[src/rtl/core/gcs_pkg.sv]
// gcs_pkg: widths, types and register codes shared by the gradient center score block
// no dependencies; imported by gcs_lane, gcs_merge and gradient_center_score
package gcs_pkg;

    localparam int LANES      = 4;
    localparam int COORD_BITS = 10;

    localparam int POS_W  = 2 * COORD_BITS;
    localparam int Q_W    = 16;
    localparam int GRAD_W = 2 * Q_W;
    localparam int D_W    = COORD_BITS + 1;          // signed displacement
    localparam int DOT_W  = D_W + Q_W;               // signed dot product
    localparam int P_W    = DOT_W - 1;               // positive dot magnitude
    localparam int NUM_W  = 2 * P_W;                 // dot squared
    localparam int D2_W   = 2 * COORD_BITS + 1;      // squared length
    localparam int SQ_W   = 2 * D_W;                 // one squared displacement
    localparam int TERM_W = 2 * Q_W;                 // lane term, at most 2^31
    localparam int CNT_W  = $clog2(TERM_W);
    localparam int SUM_W  = TERM_W + $clog2(LANES);
    localparam int ACC_W  = 48;

    localparam int CFG_IDX_W  = 1;
    localparam int CFG_DATA_W = COORD_BITS;

    localparam logic [CFG_IDX_W-1:0] CFG_CENTER_X = 1'b0;
    localparam logic [CFG_IDX_W-1:0] CFG_CENTER_Y = 1'b1;

    localparam logic [ACC_W-1:0] ACC_MAX = {ACC_W{1'b1}};

    typedef logic [TERM_W-1:0] term_t;
    typedef logic [COORD_BITS-1:0] coord_t;

endpackage

[src/rtl/core/gcs_merge.sv]
// gcs_merge: sums the lane terms, saturating accumulator and result register
// depends on gcs_pkg
module gcs_merge
    import gcs_pkg::*;
(
    input  logic              clk,
    input  logic              rst_n,
    input  logic              terms_valid,
    input  term_t             terms [LANES],
    input  logic              last,
    output logic              commit,
    output logic              out_valid,
    input  logic              out_stall,
    output logic [ACC_W-1:0]  score,
    output logic              saturated
);

    logic             sum_valid_reg;
    logic [SUM_W-1:0] sum_reg, sum_c;
    logic             last_reg;
    logic [ACC_W-1:0] acc_reg, acc_next;
    logic             clip_reg, clip_next;
    logic [ACC_W:0]   wide;
    logic             over;
    logic             out_valid_reg;
    logic [ACC_W-1:0] score_reg;
    logic             sat_reg;
    logic             load_out;

    always_comb
    begin
        sum_c = '0;
        for (int i = 0; i < LANES; i++)
        begin
            sum_c = sum_c + SUM_W'(terms[i]);
        end
    end

    assign wide      = {1'b0, acc_reg} + (ACC_W + 1)'(sum_reg);
    assign over      = wide[ACC_W];
    assign acc_next  = over ? ACC_MAX : wide[ACC_W-1:0];
    assign clip_next = clip_reg || over;

    // a final group waits while the previous score is still unclaimed
    assign commit   = sum_valid_reg && (!last_reg || !out_valid_reg || !out_stall);
    assign load_out = commit && last_reg;

    always_ff @(posedge clk or negedge rst_n)
    begin
        if (!rst_n)
        begin
            sum_valid_reg <= 1'b0;
            acc_reg       <= '0;
            clip_reg      <= 1'b0;
            out_valid_reg <= 1'b0;
        end
        else
        begin
            if (terms_valid)
            begin
                sum_valid_reg <= 1'b1;
            end
            else if (commit)
            begin
                sum_valid_reg <= 1'b0;
            end
            if (commit)
            begin
                acc_reg  <= last_reg ? '0 : acc_next;
                clip_reg <= last_reg ? 1'b0 : clip_next;
            end
            if (load_out)
            begin
                out_valid_reg <= 1'b1;
            end
            else if (!out_stall)
            begin
                out_valid_reg <= 1'b0;
            end
        end
    end

    always_ff @(posedge clk)
    begin
        if (terms_valid)
        begin
            sum_reg  <= sum_c;
            last_reg <= last;
        end
        if (load_out)
        begin
            score_reg <= acc_next;
            sat_reg   <= clip_next;
        end
    end

    assign out_valid = out_valid_reg;
    assign score     = score_reg;
    assign saturated = sat_reg;

endmodule

[config.mk]
export PLATFORM = sky130hd
export DESIGN_NAME = gcs_merge
export DESIGN_NICKNAME = d
export VERILOG_FILES = /design/src/rtl/core/gcs_pkg.sv /design/src/rtl/core/gcs_merge.sv
export SDC_FILE = /design/constraint.sdc
export NUM_CORES = 1
export LEC_CHECK = 0
export ABC_CLOCK_PERIOD_IN_PS = 3100
export BUFFER_PORTS_ARGS = -buffer_cell sky130_fd_sc_hd__buf_2
export CAP_MARGIN = 40
export CELL_PAD_IN_SITES_DETAIL_PLACEMENT = 1
export CELL_PAD_IN_SITES_GLOBAL_PLACEMENT = 1
export CORE_MARGIN = 2
export CORE_UTILIZATION = 40
export DETAILED_ROUTE_END_ITERATION = 8
export PLACE_DENSITY = 0.84
export SYNTH_ARGS = -nofsm -noshare
export SYNTH_HDL_FRONTEND = slang
export SYNTH_SLANG_ARGS = --single-unit
export TNS_END_PERCENT = 100
[constraint.sdc]
create_clock -name clk -period 3.1 [get_ports clk]
set_clock_uncertainty 0.05 [all_clocks]
set_input_delay 0.775 -clock clk [delete_from_list [all_inputs] [get_ports clk]]
set_output_delay 0.775 -clock clk [all_outputs]
set_load 0.05 [all_outputs]
# Yosys cells after proc, flatten, opt, wreduce, memory -nomap -nowiden
# Index checks and enable logic that the tools add are counted.
# totals
register_bits	135
out_inout_bits	51
elab_cells	29
# op_classes
n_addsub	4
n_eq_ne	1
n_mux	7
reduce_logical	9
# ops
op	count
48-bit 2-to-1 mux	2
48-bit by 34-bit adder with 49-bit output	1
33-bit by 32-bit adder with 34-bit output	1
34-bit by 32-bit adder with 34-bit output	1
32-bit by 32-bit adder with 33-bit output	1
1-bit 2-to-1 mux	5
1-bit logical NOT	3
1-bit logical OR	3
1-bit logical AND	2
2-bit by 1-bit inequality test with 1-bit output (second input constant)	1
2-bit nonzero test	1

# Longest topological paths before layout
# logic_depth
word_depth	6
ltp_mapped	15
depth_no_buf	15

# Least setup slack after synthesis
# Ideal clock, no wire load.
# synth_timing
kind	input to register
from	in terms[1] (netlist name)
to	reg sum_reg[33], data pin
setup_ns	0.254
arrival_ns	4.216
required_ns	2.796
setup_slack_ns	-1.420
path_stages	15
path_buffers	0
path_cell_list	inv_1 fa_1 inv_1 fa_1 ha_1 fa_1 a211oi_1 nor2_1 o311ai_1 a21bo_2 o41ai_2 nor4b_2 o31ai_1 a211o_1 a21o_1
# synth_via
elab_chain_len	1
# synth_lines
item	line	rtl
start, declared	gcs_merge.sv:9	input term_t terms [LANES],
34-bit by 32-bit adder with 34-bit output	gcs_merge.sv:35	sum_c = sum_c + SUM_W'(terms[i]);
via sum_c[33]	gcs_merge.sv:19	logic [SUM_W-1:0] sum_reg, sum_c;
end signal, assigned	gcs_merge.sv:87	sum_reg <= sum_c;
end, declared	gcs_merge.sv:19	
# The timed path passes the listed nets, and every way through them passes these cells.
# A chain may end at the register's enable or synchronous reset.

# Worst setup path in the final report
# Ends and elaborated chain as after synthesis.

==> qor.csv <==
stage,metric,value,unit
grt,antenna_found_initial,0,
timing,slew_headroom,47.8,%
worst_setup_path,crit_fanout,2,
cts,cts_hold_buf,0,
grt,grt_pass1_wl,51.2,mm
logic_synthesis,ys_warn_count,0,
flow_run,max_cap_viol_count,0,
logic_synthesis,ys_ff_latch,135,
logic_synthesis,syn_inst,1059,
min_path,hold_class,input port to asynchronous set/reset pin,
layout,n_fill_cell,2907,
logic_synthesis,yosys.area_share.adder,20.7,%
timing,max_freq,237,MHz
route,first_iter_violations,504,
logic_synthesis,yosys.area_share.simple,10.8,%
floorplanning,core_area,25300,sq um
floorplanning,fp.dieW,165,um
layout,design_area,14300,sq um
logic_synthesis,synthDistinctLibCells,76,
route,detail_route.first_pass.iterations,5,
layout,multi_input_comb_area,6390,sq um
logic_synthesis,yosysSeqAreaShare,36.7,%
route,wl_per_cell,20.3,um
grt,first_global_vias,10211,
layout,regArea,3800,sq um
worst_setup_path,cp-end-kind,flip-flop,
placed_design,place_area,12900,sq um
layout,fin_util,56.5,%
timing,worst_slew_pin_slew,0.783,ns
timing,min_period,4.22,ns
worst_setup_path,rrSetupSlack,-0.06,ns
logic_synthesis,syn_area_per_cell,9.77,sq um
worst_setup_path,crit_type,input port to flip-flop,
worst_setup_path,startpoint,terms[1],
cts,cts_tree,built,
floorplanning,num_rows,58,
power,power,15.1,mW
cts,clockBufferDepth,2,
cts,root_buffer,clkbuf_16,
worst_setup_path,critPathRequiredTime,3.24,ns
worst_setup_path,startpoint_type,input port,
layout,stdcell_count,1752,
route,num_vias,9571,
timing,fin_ws,-1.12,ns
route,ant_nets,0,
logic_synthesis,syn_nets,1324,
logic_synthesis,synth.area.mux_share,0.508,%
placed_design,post-place-ws,-1.86,ns
power,p_per_area,1060,nW/um^2
logic_synthesis,synthArstFlopShare,37.8,%
logic_synthesis,synth_edf_count,84,
logic_synthesis,synthFlopType,edfxtp_1,
timing,rsz0062_at_grt,yes,
floorplanning,chipHeight,165,um
floorplanning,ios,184,
worst_setup_path,reg2regPathDepth,12,
grt,grt_max_degree,38,
cts,clk_pin_slew,0.06,ns
cts,clkSinkCount,135,
logic_synthesis,syn_area,10300,sq um
placed_design,io_buffers,183,
logic_synthesis,synth_top_family_by_area,adder cells,
layout,final_layout_size_suffix_gt1_share,36.6,%
cts,numCtsBuffers,17,
floorplanning,start_util,41.0,%
layout,synthToLayoutAreaGrowth,37.9,%
run_status,status,finished with violations,
grt,grt_overflow,0,
timing,hold_viol,0,
placed_design,gp_congestion,0.887,
worst_setup_path,r2r-start,sum_reg[1],
cts,htree_levels,4,
power,leakage,6.94,nW
power,ir_worst_vdd,0.548,mV
placed_design,place_hpwl,23.4,mm
floorplanning,die_area,27200,sq um
route,wl,35.6,mm
timing,setup_viol,30,
run_status,violations,negative setup slack,
route,drc,0,
worst_setup_path,cp.arrival,4.36,ns
route,vias_per_cell,5.46,
timing,slew_violations,0,
cts,clk_latency,0.43,ns
grt,gr-usage-all-layers,24.1,%
worst_setup_path,r2r_end,acc_reg[26],
logic_synthesis,synthXorXnorAreaFrac,5.25,%
logic_synthesis,synth_compound_area_share,17.7,%
layout,fin_nets,1673,
timing,fin_crit_sh,136,%
placed_design,dp_cells,1688,
## worst max-delay path, cell delays in order
cell and delay, ns:
buf_8 0.08, inv_8 0.03, fa_1 0.54, inv_2 0.04
fa_1 0.45, ha_2 0.20, fa_2 0.35, a211oi_2 0.21
nor2_2 0.07, o311ai_2 0.22, buf_4 0.18, a21bo_4 0.15
o41ai_4 0.08, nor4b_4 0.33, o31ai_2 0.13, a211o_1 0.29
a21o_1 0.19
## logic make-up (layout without fill, tap and decap cells)
family                     count (synthesis)  in the layout
xor gates and xnor gates                  62             62
AOI/OAI and AO/OA                        269            269
muxes                                      5              5
buffers and inverters                    224            586
DFF                                      135            135
other                                      0              1
adders and majority gates                132            132
and+or+nand+nor                          232            232
## layout make-up
class | count | area share, %
Timing Repair Buffer | 362 | 16.5
Clock inverter | 12 | 0.903
Sequential cell | 135 | 26.6
Inverter | 192 | 5.16
Clock buffer | 20 | 3.13
Antenna cell | 1 | 0.0175
Multi-Input combinational cell | 700 | 44.8
Tap cell | 330 | 2.89
## layout by cell type (no fill, tap or decap), drive strengths merged, types with 3 or more instances in the layout
cell        n
buf       362
inv       193
nand2      96
a21oi      85
edfxtp     84
ha         67
fa         65
dfrtp      51
nor2       47
o21ai      42
xnor2      33
a22o       30
xor2       29
clkbuf     20
a21o       19
and3       16
nand4      14
a211oi     13
nand2b     12
nand3      12
a31oi      11
o21a       10
o21bai      9
nor2b       9
o211ai      8
nor3        6
clkinv      6
and2        5
a31o        4
o31ai       4
mux2i       3
a41o        3
clkinvlp    3
or3         3
a221oi      3
o221ai      3
o41ai       3
## timing repair
action	CTS	global route
buffers inserted	9	24
pin swaps	37	46
resized for setup	43	80
setup endpoints to repair	76	75
## layer usage
layer / vias up / global-route usage (%) / wire, um
li1: 4321 / - / -
met1: 4772 / 27.9 / 13700
met2: 351 / 44.0 / 18700
met3: 127 / 3.79 / 1700
met4: 0 / 10.4 / 1510
met5: - / 0 / 0
## Yosys cell counts (14+ instances only)
cell type	instances	share of area, %
nor2_1	46	1.7
clkbuf_1	17	0.62
dfrtp_1	51	12
a22o_1	30	2.5
xor2_1	29	2.5
nand4_1	14	0.85
nand2_1	94	3.4
edfxtp_1	84	24
a21oi_1	85	4.1
xnor2_1	33	2.8
o21ai_0	38	1.8
ha_1	67	8.1
inv_1	191	6.9
and3_1	14	0.85
fa_1	65	13
a21o_1	19	1.4
## where the power goes
part           total, mW  switching, mW  internal, mW
clock               2.03          0.830          1.20
combinational       9.77           5.66          4.10
sequential          3.29          0.415          2.88
## worst max path at each step
| stage | to | slack, ns | depth (start not counted) |
|---|---|---|---|
| final | sum_reg[33] | -1.12 | 17 |
| after global routing | sum_reg[33] | -1.23 | 17 |
| after CTS | sum_reg[33] | -1.17 | 17 |
| after detailed placement | sum_reg[31] | -1.86 | 17 |
| after global placement | sum_reg[33] | -1.68 | 17 |
| after floorplan | sum_reg[33] | -1.35 | 15 |
## stage by stage
stage / hold WS [ns] / setup TNS [ns]
final: 0.369 / -18.46
after global placement: 0.425 / -30.85
after CTS: 0.386 / -15.72
after detailed placement: 0.424 / -35.19
after global routing: 0.403 / -22.89
after floorplan: 0.404 / -16.75
(Power assumes the default switching activity.)
