[src/rtl/core/gcs_pkg.sv]
// gcs_pkg: widths, types and register codes shared by the gradient center score block
// no dependencies; imported by gcs_lane, gcs_merge and gradient_center_score
package gcs_pkg;

    localparam int LANES      = 4;
    localparam int COORD_BITS = 10;

    localparam int POS_W  = 2 * COORD_BITS;
    localparam int Q_W    = 16;
    localparam int GRAD_W = 2 * Q_W;
    localparam int D_W    = COORD_BITS + 1;          // signed displacement
    localparam int DOT_W  = D_W + Q_W;               // signed dot product
    localparam int P_W    = DOT_W - 1;               // positive dot magnitude
    localparam int NUM_W  = 2 * P_W;                 // dot squared
    localparam int D2_W   = 2 * COORD_BITS + 1;      // squared length
    localparam int SQ_W   = 2 * D_W;                 // one squared displacement
    localparam int TERM_W = 2 * Q_W;                 // lane term, at most 2^31
    localparam int CNT_W  = $clog2(TERM_W);
    localparam int SUM_W  = TERM_W + $clog2(LANES);
    localparam int ACC_W  = 48;

    localparam int CFG_IDX_W  = 1;
    localparam int CFG_DATA_W = COORD_BITS;

    localparam logic [CFG_IDX_W-1:0] CFG_CENTER_X = 1'b0;
    localparam logic [CFG_IDX_W-1:0] CFG_CENTER_Y = 1'b1;

    localparam logic [ACC_W-1:0] ACC_MAX = {ACC_W{1'b1}};

    typedef logic [TERM_W-1:0] term_t;
    typedef logic [COORD_BITS-1:0] coord_t;

endpackage

[src/rtl/core/gcs_lane.sv]
// gcs_lane: one scoring lane, displacement, dot product, square and radix-2 divide
// depends on gcs_pkg
module gcs_lane
    import gcs_pkg::*;
(
    input  logic              clk,
    input  logic              rst_n,
    input  logic              start,
    input  logic [POS_W-1:0]  pos,
    input  logic [GRAD_W-1:0] grad,
    input  coord_t            center_x,
    input  coord_t            center_y,
    output term_t             term,
    output logic              done
);

    typedef enum logic [3:0] {
        L_IDLE = 4'b0001,
        L_PROD = 4'b0010,
        L_SQR  = 4'b0100,
        L_DIV  = 4'b1000
    } lane_state_t;

    lane_state_t state_reg, state_next;
    logic [CNT_W-1:0] cnt_reg, cnt_next;
    logic done_reg, done_next;

    logic signed [D_W-1:0]   dx_reg, dy_reg;
    logic signed [Q_W-1:0]   gx_reg, gy_reg;
    logic signed [DOT_W-1:0] px, py, dot;
    logic signed [SQ_W-1:0]  sqx, sqy;
    logic [D2_W-1:0]         d2_c, d2_reg;
    logic [P_W-1:0]          p_reg;
    logic                    dot_pos_reg;
    logic                    zero_reg;
    logic [NUM_W-1:0]        num;
    logic [D2_W-1:0]         rem_reg;
    term_t                   quo_reg;
    logic [D2_W:0]           trial;
    logic                    ge;

    assign px   = dx_reg * gx_reg;
    assign py   = dy_reg * gy_reg;
    assign dot  = px + py;
    assign sqx  = dx_reg * dx_reg;
    assign sqy  = dy_reg * dy_reg;
    assign d2_c = D2_W'($unsigned(sqx)) + D2_W'($unsigned(sqy));
    assign num  = p_reg * p_reg;

    // one quotient bit per cycle
    assign trial = {rem_reg, quo_reg[TERM_W-1]};
    assign ge    = trial >= {1'b0, d2_reg};

    always_comb
    begin
        state_next = state_reg;
        cnt_next   = cnt_reg;
        done_next  = 1'b0;
        case (state_reg)
            L_IDLE:
            begin
                if (start)
                begin
                    state_next = L_PROD;
                end
            end
            L_PROD:
            begin
                state_next = L_SQR;
            end
            L_SQR:
            begin
                state_next = L_DIV;
                cnt_next   = '0;
            end
            L_DIV:
            begin
                cnt_next = cnt_reg + 1'b1;
                if (cnt_reg == CNT_W'(TERM_W - 1))
                begin
                    state_next = L_IDLE;
                    done_next  = 1'b1;
                end
            end
            default:
            begin
                state_next = L_IDLE;
            end
        endcase
    end

    always_ff @(posedge clk or negedge rst_n)
    begin
        if (!rst_n)
        begin
            state_reg <= L_IDLE;
            cnt_reg   <= '0;
            done_reg  <= 1'b0;
        end
        else
        begin
            state_reg <= state_next;
            cnt_reg   <= cnt_next;
            done_reg  <= done_next;
        end
    end

    always_ff @(posedge clk)
    begin
        if (state_reg == L_IDLE && start)
        begin
            dx_reg <= $signed({1'b0, pos[COORD_BITS-1:0]} - {1'b0, center_x});
            dy_reg <= $signed({1'b0, pos[POS_W-1:COORD_BITS]} - {1'b0, center_y});
            gx_reg <= $signed(grad[Q_W-1:0]);
            gy_reg <= $signed(grad[GRAD_W-1:Q_W]);
        end
        if (state_reg == L_PROD)
        begin
            p_reg       <= dot[P_W-1:0];
            dot_pos_reg <= !dot[DOT_W-1] && (dot != '0);
            d2_reg      <= d2_c;
        end
        if (state_reg == L_SQR)
        begin
            zero_reg <= !dot_pos_reg || (d2_reg == '0);
            rem_reg  <= D2_W'(num[NUM_W-1:TERM_W]);
            quo_reg  <= num[TERM_W-1:0];
        end
        if (state_reg == L_DIV)
        begin
            rem_reg <= ge ? D2_W'(trial - {1'b0, d2_reg}) : D2_W'(trial);
            quo_reg <= {quo_reg[TERM_W-2:0], ge};
        end
    end

    assign term = zero_reg ? '0 : quo_reg;
    assign done = done_reg;

endmodule

[config.mk]
export PLATFORM = sky130hd
export DESIGN_NAME = gcs_lane
export DESIGN_NICKNAME = d
export VERILOG_FILES = /design/src/rtl/core/gcs_pkg.sv /design/src/rtl/core/gcs_lane.sv
export SDC_FILE = /design/constraint.sdc
export NUM_CORES = 2
export LEC_CHECK = 0
export ABC_AREA = 1
export BUFFER_PORTS_ARGS = -buffer_cell sky130_fd_sc_hd__buf_4
export CORE_ASPECT_RATIO = 0.75
export CORE_MARGIN = 3
export CORE_UTILIZATION = 52
export CTS_BUF_LIST = sky130_fd_sc_hd__clkbuf_2 sky130_fd_sc_hd__clkbuf_4 sky130_fd_sc_hd__clkbuf_8
export CTS_CLUSTER_SIZE = 14
export DETAILED_ROUTE_END_ITERATION = 8
export PLACE_DENSITY = 0.68
export REMOVE_ABC_BUFFERS = 1
export SLEW_MARGIN = 40
export SYNTH_ARGS = -nofsm -noshare
export SYNTH_HDL_FRONTEND = slang
export SYNTH_SLANG_ARGS = --single-unit
[constraint.sdc]
create_clock -name clk -period 11.05 [get_ports clk]
set_input_delay 1.105 -clock clk [delete_from_list [all_inputs] [get_ports clk]]
set_output_delay 1.105 -clock clk [all_outputs]
set_load 0.005 [all_outputs]
After elaboration in Yosys (flattened, before gate mapping)

Cells that the tools add are included.
W data, S select, Z words.

Register bits after elaboration: 166
Logic and storage cells: 53

Add/sub/neg operators: 6
Multipliers: 5
$lt $le $gt $ge: 1
Equal/unequal tests: 7
Mux-type cells: 12
Reduce and logical (&&, ||, !) cells: 9

Operators by type and width:

| kind                  | number |
|---|---|
| $mux W32              | 3 |
| $mux W21              | 3 |
| $mul A11 B16 Y27      | 2 |
| $mul A26 B26 Y52      | 1 |
| $mul A11 B11 Y21      | 2 |
| $add A27 B27 Y27      | 1 |
| $reduce_bool A27 Y1   | 1 |
| $ge A22 B21 Y1        | 1 |
| $sub A10 B10 Y11      | 2 |
| $add A21 B21 Y21      | 1 |
| $logic_not A21 Y1     | 1 |
| $sub A21 B21 Y21      | 1 |
| $pmux W4 S4           | 1 |
| $pmux W5 S2           | 1 |
| $mux W4               | 2 |
| $add A5 B1 Y5 const B | 1 |
| $eq A5 B5 Y1 const B  | 1 |
| $eq A4 B1 Y1 const B  | 1 |
| $eq A4 B2 Y1 const B  | 1 |
| $eq A4 B3 Y1 const B  | 1 |
| $eq A4 B4 Y1 const B  | 1 |
| $ne A2 B2 Y1 const B  | 2 |
| $logic_and A1 B1 Y1   | 2 |
| $logic_not A1 Y1      | 2 |
| other kinds (4)       | 5 |

Depth between registers and ports, before layout

Word-level depth: 4
Depth in mapped cells: 32
Mapped depth without buffers: 30

Worst setup path before layout

No wires, ideal clock.

Kind: input to register
Start point: input start
End point: register dx_reg[0], enable pin
Library setup time: 0.599 ns
Arrival time: 6.279 ns
Required time: 10.451 ns
Setup slack: 4.172 ns
Stages: 2
Buffers on the path: 0
Cells stage by stage: inv_1 -> nor4_1

Cells in the longest elaborated chain, start to end: 1

RTL lines:

| item                   | RTL line        | RTL |
|---|---|---|
| start: declaration     | gcs_lane.sv:8   | `input logic start,` |
| $logic_and A1 B1 Y1    | gcs_lane.sv:110 | `if (state_reg == L_IDLE && start)` |
| end signal: assignment | gcs_lane.sv:112 | `dx_reg <= $signed({1'b0, pos[COORD_BITS-1:0]} - {1'b0, center_x});` |
| end: declaration       | gcs_lane.sv:28  | `logic signed [D_W-1:0] dx_reg, dy_reg;` |

Every way passes these cells.
A chain may end at the register's enable or synchronous reset.

Worst setup path in the final report

Start point: register dx_reg[1]
End point: register dot_pos_reg, data pin

Cells in the longest elaborated chain, start to end: 4
Elaborated cells between the ends (all ways): 5

RTL lines:

| item                   | RTL line        | RTL |
|---|---|---|
| $mul A11 B16 Y27       | gcs_lane.sv:42  | `assign px = dx_reg * gx_reg;` |
| $add A27 B27 Y27       | gcs_lane.sv:44  | `assign dot = px + py;` |
| named net dot[24]      | gcs_lane.sv:30  | `logic signed [DOT_W-1:0] px, py, dot;` |
| $reduce_bool A27 Y1    | gcs_lane.sv:120 | `dot_pos_reg <= !dot[DOT_W-1] && (dot != '0);` |
| $logic_and A1 B1 Y1    | gcs_lane.sv:120 |  |
| end signal: assignment | gcs_lane.sv:120 |  |
| end: declaration       | gcs_lane.sv:34  | `logic dot_pos_reg;` |

The timed path passes the listed nets, and every way through them passes these cells.

==> flow_metrics.env <==
export IMPL_finalSetupTns_ps=0
export IMPL_num_vias=36800
export IMPL_fp_dieW_um=365
export IMPL_synth_avg_cell_area_um2=8.38
export IMPL_hold_slack_ps=294
export IMPL_synth_seq_area_share_pct=9.83
export IMPL_reg2reg_slack_ps=3420
export IMPL_arrival_ps=7990
export IMPL_synth_enable_flop_cells=156
export IMPL_worstPathCellList="buf_4 -> nand2_1 -> inv_1 -> fa_1 -> fa_1 -> inv_1 -> fa_1 -> inv_1 -> fa_1 -> fa_1 -> fa_1 -> inv_1 -> fa_1 -> inv_1 -> ha_1 -> nand2_1 -> inv_1 -> nand2_1 -> nor3_1 -> o21ai_0 -> nand3_1 -> xor2_1 -> nor2_1 -> a31oi_1"
export IMPL_grt_overflow_total=0
export IMPL_slew_viol_final=0
export IMPL_setup_worst_path_class="reg2reg"
export IMPL_synth_top_flop_cell="edfxtp_1"
export IMPL_cts_setup_buffers=0
export IMPL_grt_setup_unrepaired="no"
export IMPL_r2r_start="dx_reg[1]"
export IMPL_syn_area_um2=50200
export IMPL_required_ps=11410
export IMPL_syn_inst=5993
export IMPL_synthAdderAreaFrac_pct=54.4
export IMPL_nets=7573
export IMPL_synthArstFlopShare_pct=6.02
export IMPL_hold_viol=0
export IMPL_worst_path_most_repeated_cell="fa_1"
export IMPL_cp_slowest_stage_delay_ps=630
export IMPL_crit_fanout=29
export IMPL_worst_pin_slew_ps=804
export IMPL_status="finished, final reports clean"
export IMPL_numPortBuffers=107
export IMPL_cp_top_family="adder cells"
export IMPL_antenna_found_initial=1
export IMPL_hold_class="in2async"
export IMPL_rr_endpoint="dot_pos_reg"
export IMPL_dp_cells=7210
export IMPL_drtAntennaViolNets=0
export IMPL_grt_usage_pct=27.5
export IMPL_path_clk_slew_ps=100
export IMPL_ys_top_cells_by_count="inv_1, nand2_1, fa_1, ha_1, nor2_1"
export IMPL_synthMuxAreaShare_pct=0
export IMPL_hpwl_um=108000
export IMPL_clock_latency_ps=640
export IMPL_dr_wl_met3_um=11400
export IMPL_fin_skew_ps=24.8
export IMPL_cts_sinks=166
export IMPL_ctsHtreeMaxLevel=4
export IMPL_io_pins=108
export IMPL_fmax_mhz=131
export IMPL_relSlewSlack_pct=46.4
export IMPL_synth_most_common_cell="inv_1"
export IMPL_yosys_area_top_type="fa_1"
export IMPL_stdcell_count=7243
export IMPL_finalSetupViolCount=0
export IMPL_wl_per_cell_um=17.7
export IMPL_final_core_util_pct=55.1
export IMPL_crit_end="dot_pos_reg"
export IMPL_synth_top_area_share_pct=44.2
export IMPL_drive_gt1_share_pct=4.32
export IMPL_fp_row_count=98
export IMPL_core_area_um2=95500
export IMPL_period_share_pct=69.0
export IMPL_crit_buf_inv=7
export IMPL_ctsResizeCount=0
export IMPL_drtIter0Drc=2713
export IMPL_drc_errors=0
export IMPL_cts_root_buf="clkbuf_8"
export IMPL_vias_per_cell=5.09
export IMPL_cts_buffer_depth=2
export IMPL_grt_pass1_wl_um=213000
export IMPL_place_congestion=0.976
export IMPL_synth_distinct_cells=55
export IMPL_grt_max_degree=55
export IMPL_ys_ff_latch=166
export IMPL_drtPass1Iterations=5
export IMPL_largest_reg_flops=32
export IMPL_synth_top_family_by_area="adder cells"
export IMPL_synthSimpleGateAreaFrac_pct=13.6
export IMPL_cts_tree="built"
export IMPL_cts_made_buffers=17
export IMPL_yosysWarnings=0
export IMPL_synth_compound_area_share_pct=3.94
export IMPL_routed_top_layer="met4"
export IMPL_wl_met2_um=55700
export IMPL_cp_end_kind="register"
export IMPL_r2r_cells=24
export IMPL_grt_pass1_vias=39400
export IMPL_synth_xor_area_share_pct=2.16
export IMPL_fp_dieArea_um2=100000
export IMPL_cp_start_kind="register"
export IMPL_drt_total_wl_um=128000
export IMPL_fin_crit_ps=7630
export IMPL_wl_met1_um=58900
export IMPL_yosys_top_cells_area="fa_1, inv_1, ha_1"
export IMPL_area_growth_pct=4.88
export IMPL_cpMaxStageDelayCell="fa_1"
export IMPL_cp_startpoint="dx_reg[1]"
export IMPL_cts_hold_buffers=0
export IMPL_die_y_um=275
export IMPL_cp_depth=24
export IMPL_initial_core_util_pct=52.6
export IMPL_maxCapViolCount=0
==> worst reg2reg max path: stages (launching register included) <==
cell,delay (ps)
edfxtp_1,360
buf_4,450
nand2_1,230
inv_1,190
fa_1,450
fa_1,630
inv_1,280
fa_1,570
inv_1,50
fa_1,480
fa_1,500
fa_1,490
inv_1,50
fa_1,470
inv_1,40
ha_1,400
nand2_1,130
inv_1,60
nand2_1,130
nor3_1,350
o21ai_0,260
nand3_1,220
xor2_1,110
nor2_1,310
a31oi_1,140
==> worst min-delay path by stage <==
stage | start | endpoint | slack, ps
2_1_floorplan | cnt_reg[0] | cnt_reg[0] | 470
3_3_place_gp | cnt_reg[4] | cnt_reg[4] | 490
3_5_place_dp | cnt_reg[0] | cnt_reg[0] | 510
4_1_cts | rst_n | done | 240
5_1_grt | rst_n | cnt_reg[0] | 260
6_report | rst_n | done | 290
==> layer usage <==
metal  up-vias  track usage (%)
met5         -                0
met4         0             4.53
met3       129             6.04
met2      1323             41.8
met1     18300             41.0
li1      17100                -
==> area by class of cell <==
type | instances | area (um^2)
multi-input cells | 3682 | 37200
clock inverters | 15 | 161
clock buffers | 17 | 234
fillers | 8811 | 42800
repair buffers | 161 | 1210
inverters | 1951 | 7320
well taps | 1250 | 1560
diodes | 1 | 2.50
flip-flops and latches | 166 | 4940
==> layout by cell type, fill, tap and decap left out, types with 75 or more instances in the layout <==
master / n
inv_1: 1948
nor2_1: 248
o21ai_0: 102
fa_1: 1109
buf_4: 160
nand3_1: 109
edfxtp_1: 156
xor2_1: 75
a21oi_1: 138
nand2_1: 1215
ha_1: 410
==> per-stage QoR <==
step           cell area [um^2]  setup WS (ps)
6_report                  52700           3420
5_1_grt                   52700           3070
4_1_cts                   52700           3590
3_5_place_dp              52300           3600
3_3_place_gp              52300           3650
2_1_floorplan             49500           4170
==> cells by family (layout without fill, tap and decap cells) <==
family,count (synthesis),in the layout
AO/OA/AOI/OAI,349,349
other,0,1
buffers and inverters,2145,2144
XOR/XNOR,124,124
flip-flops,166,166
AND/OR/NAND/NOR,1690,1690
adder cells (fa/ha/maj),1519,1519
Power is left out: the tool's default activity adds up to more than one toggle a clock period on the data nets, which glitch-free logic cannot reach.
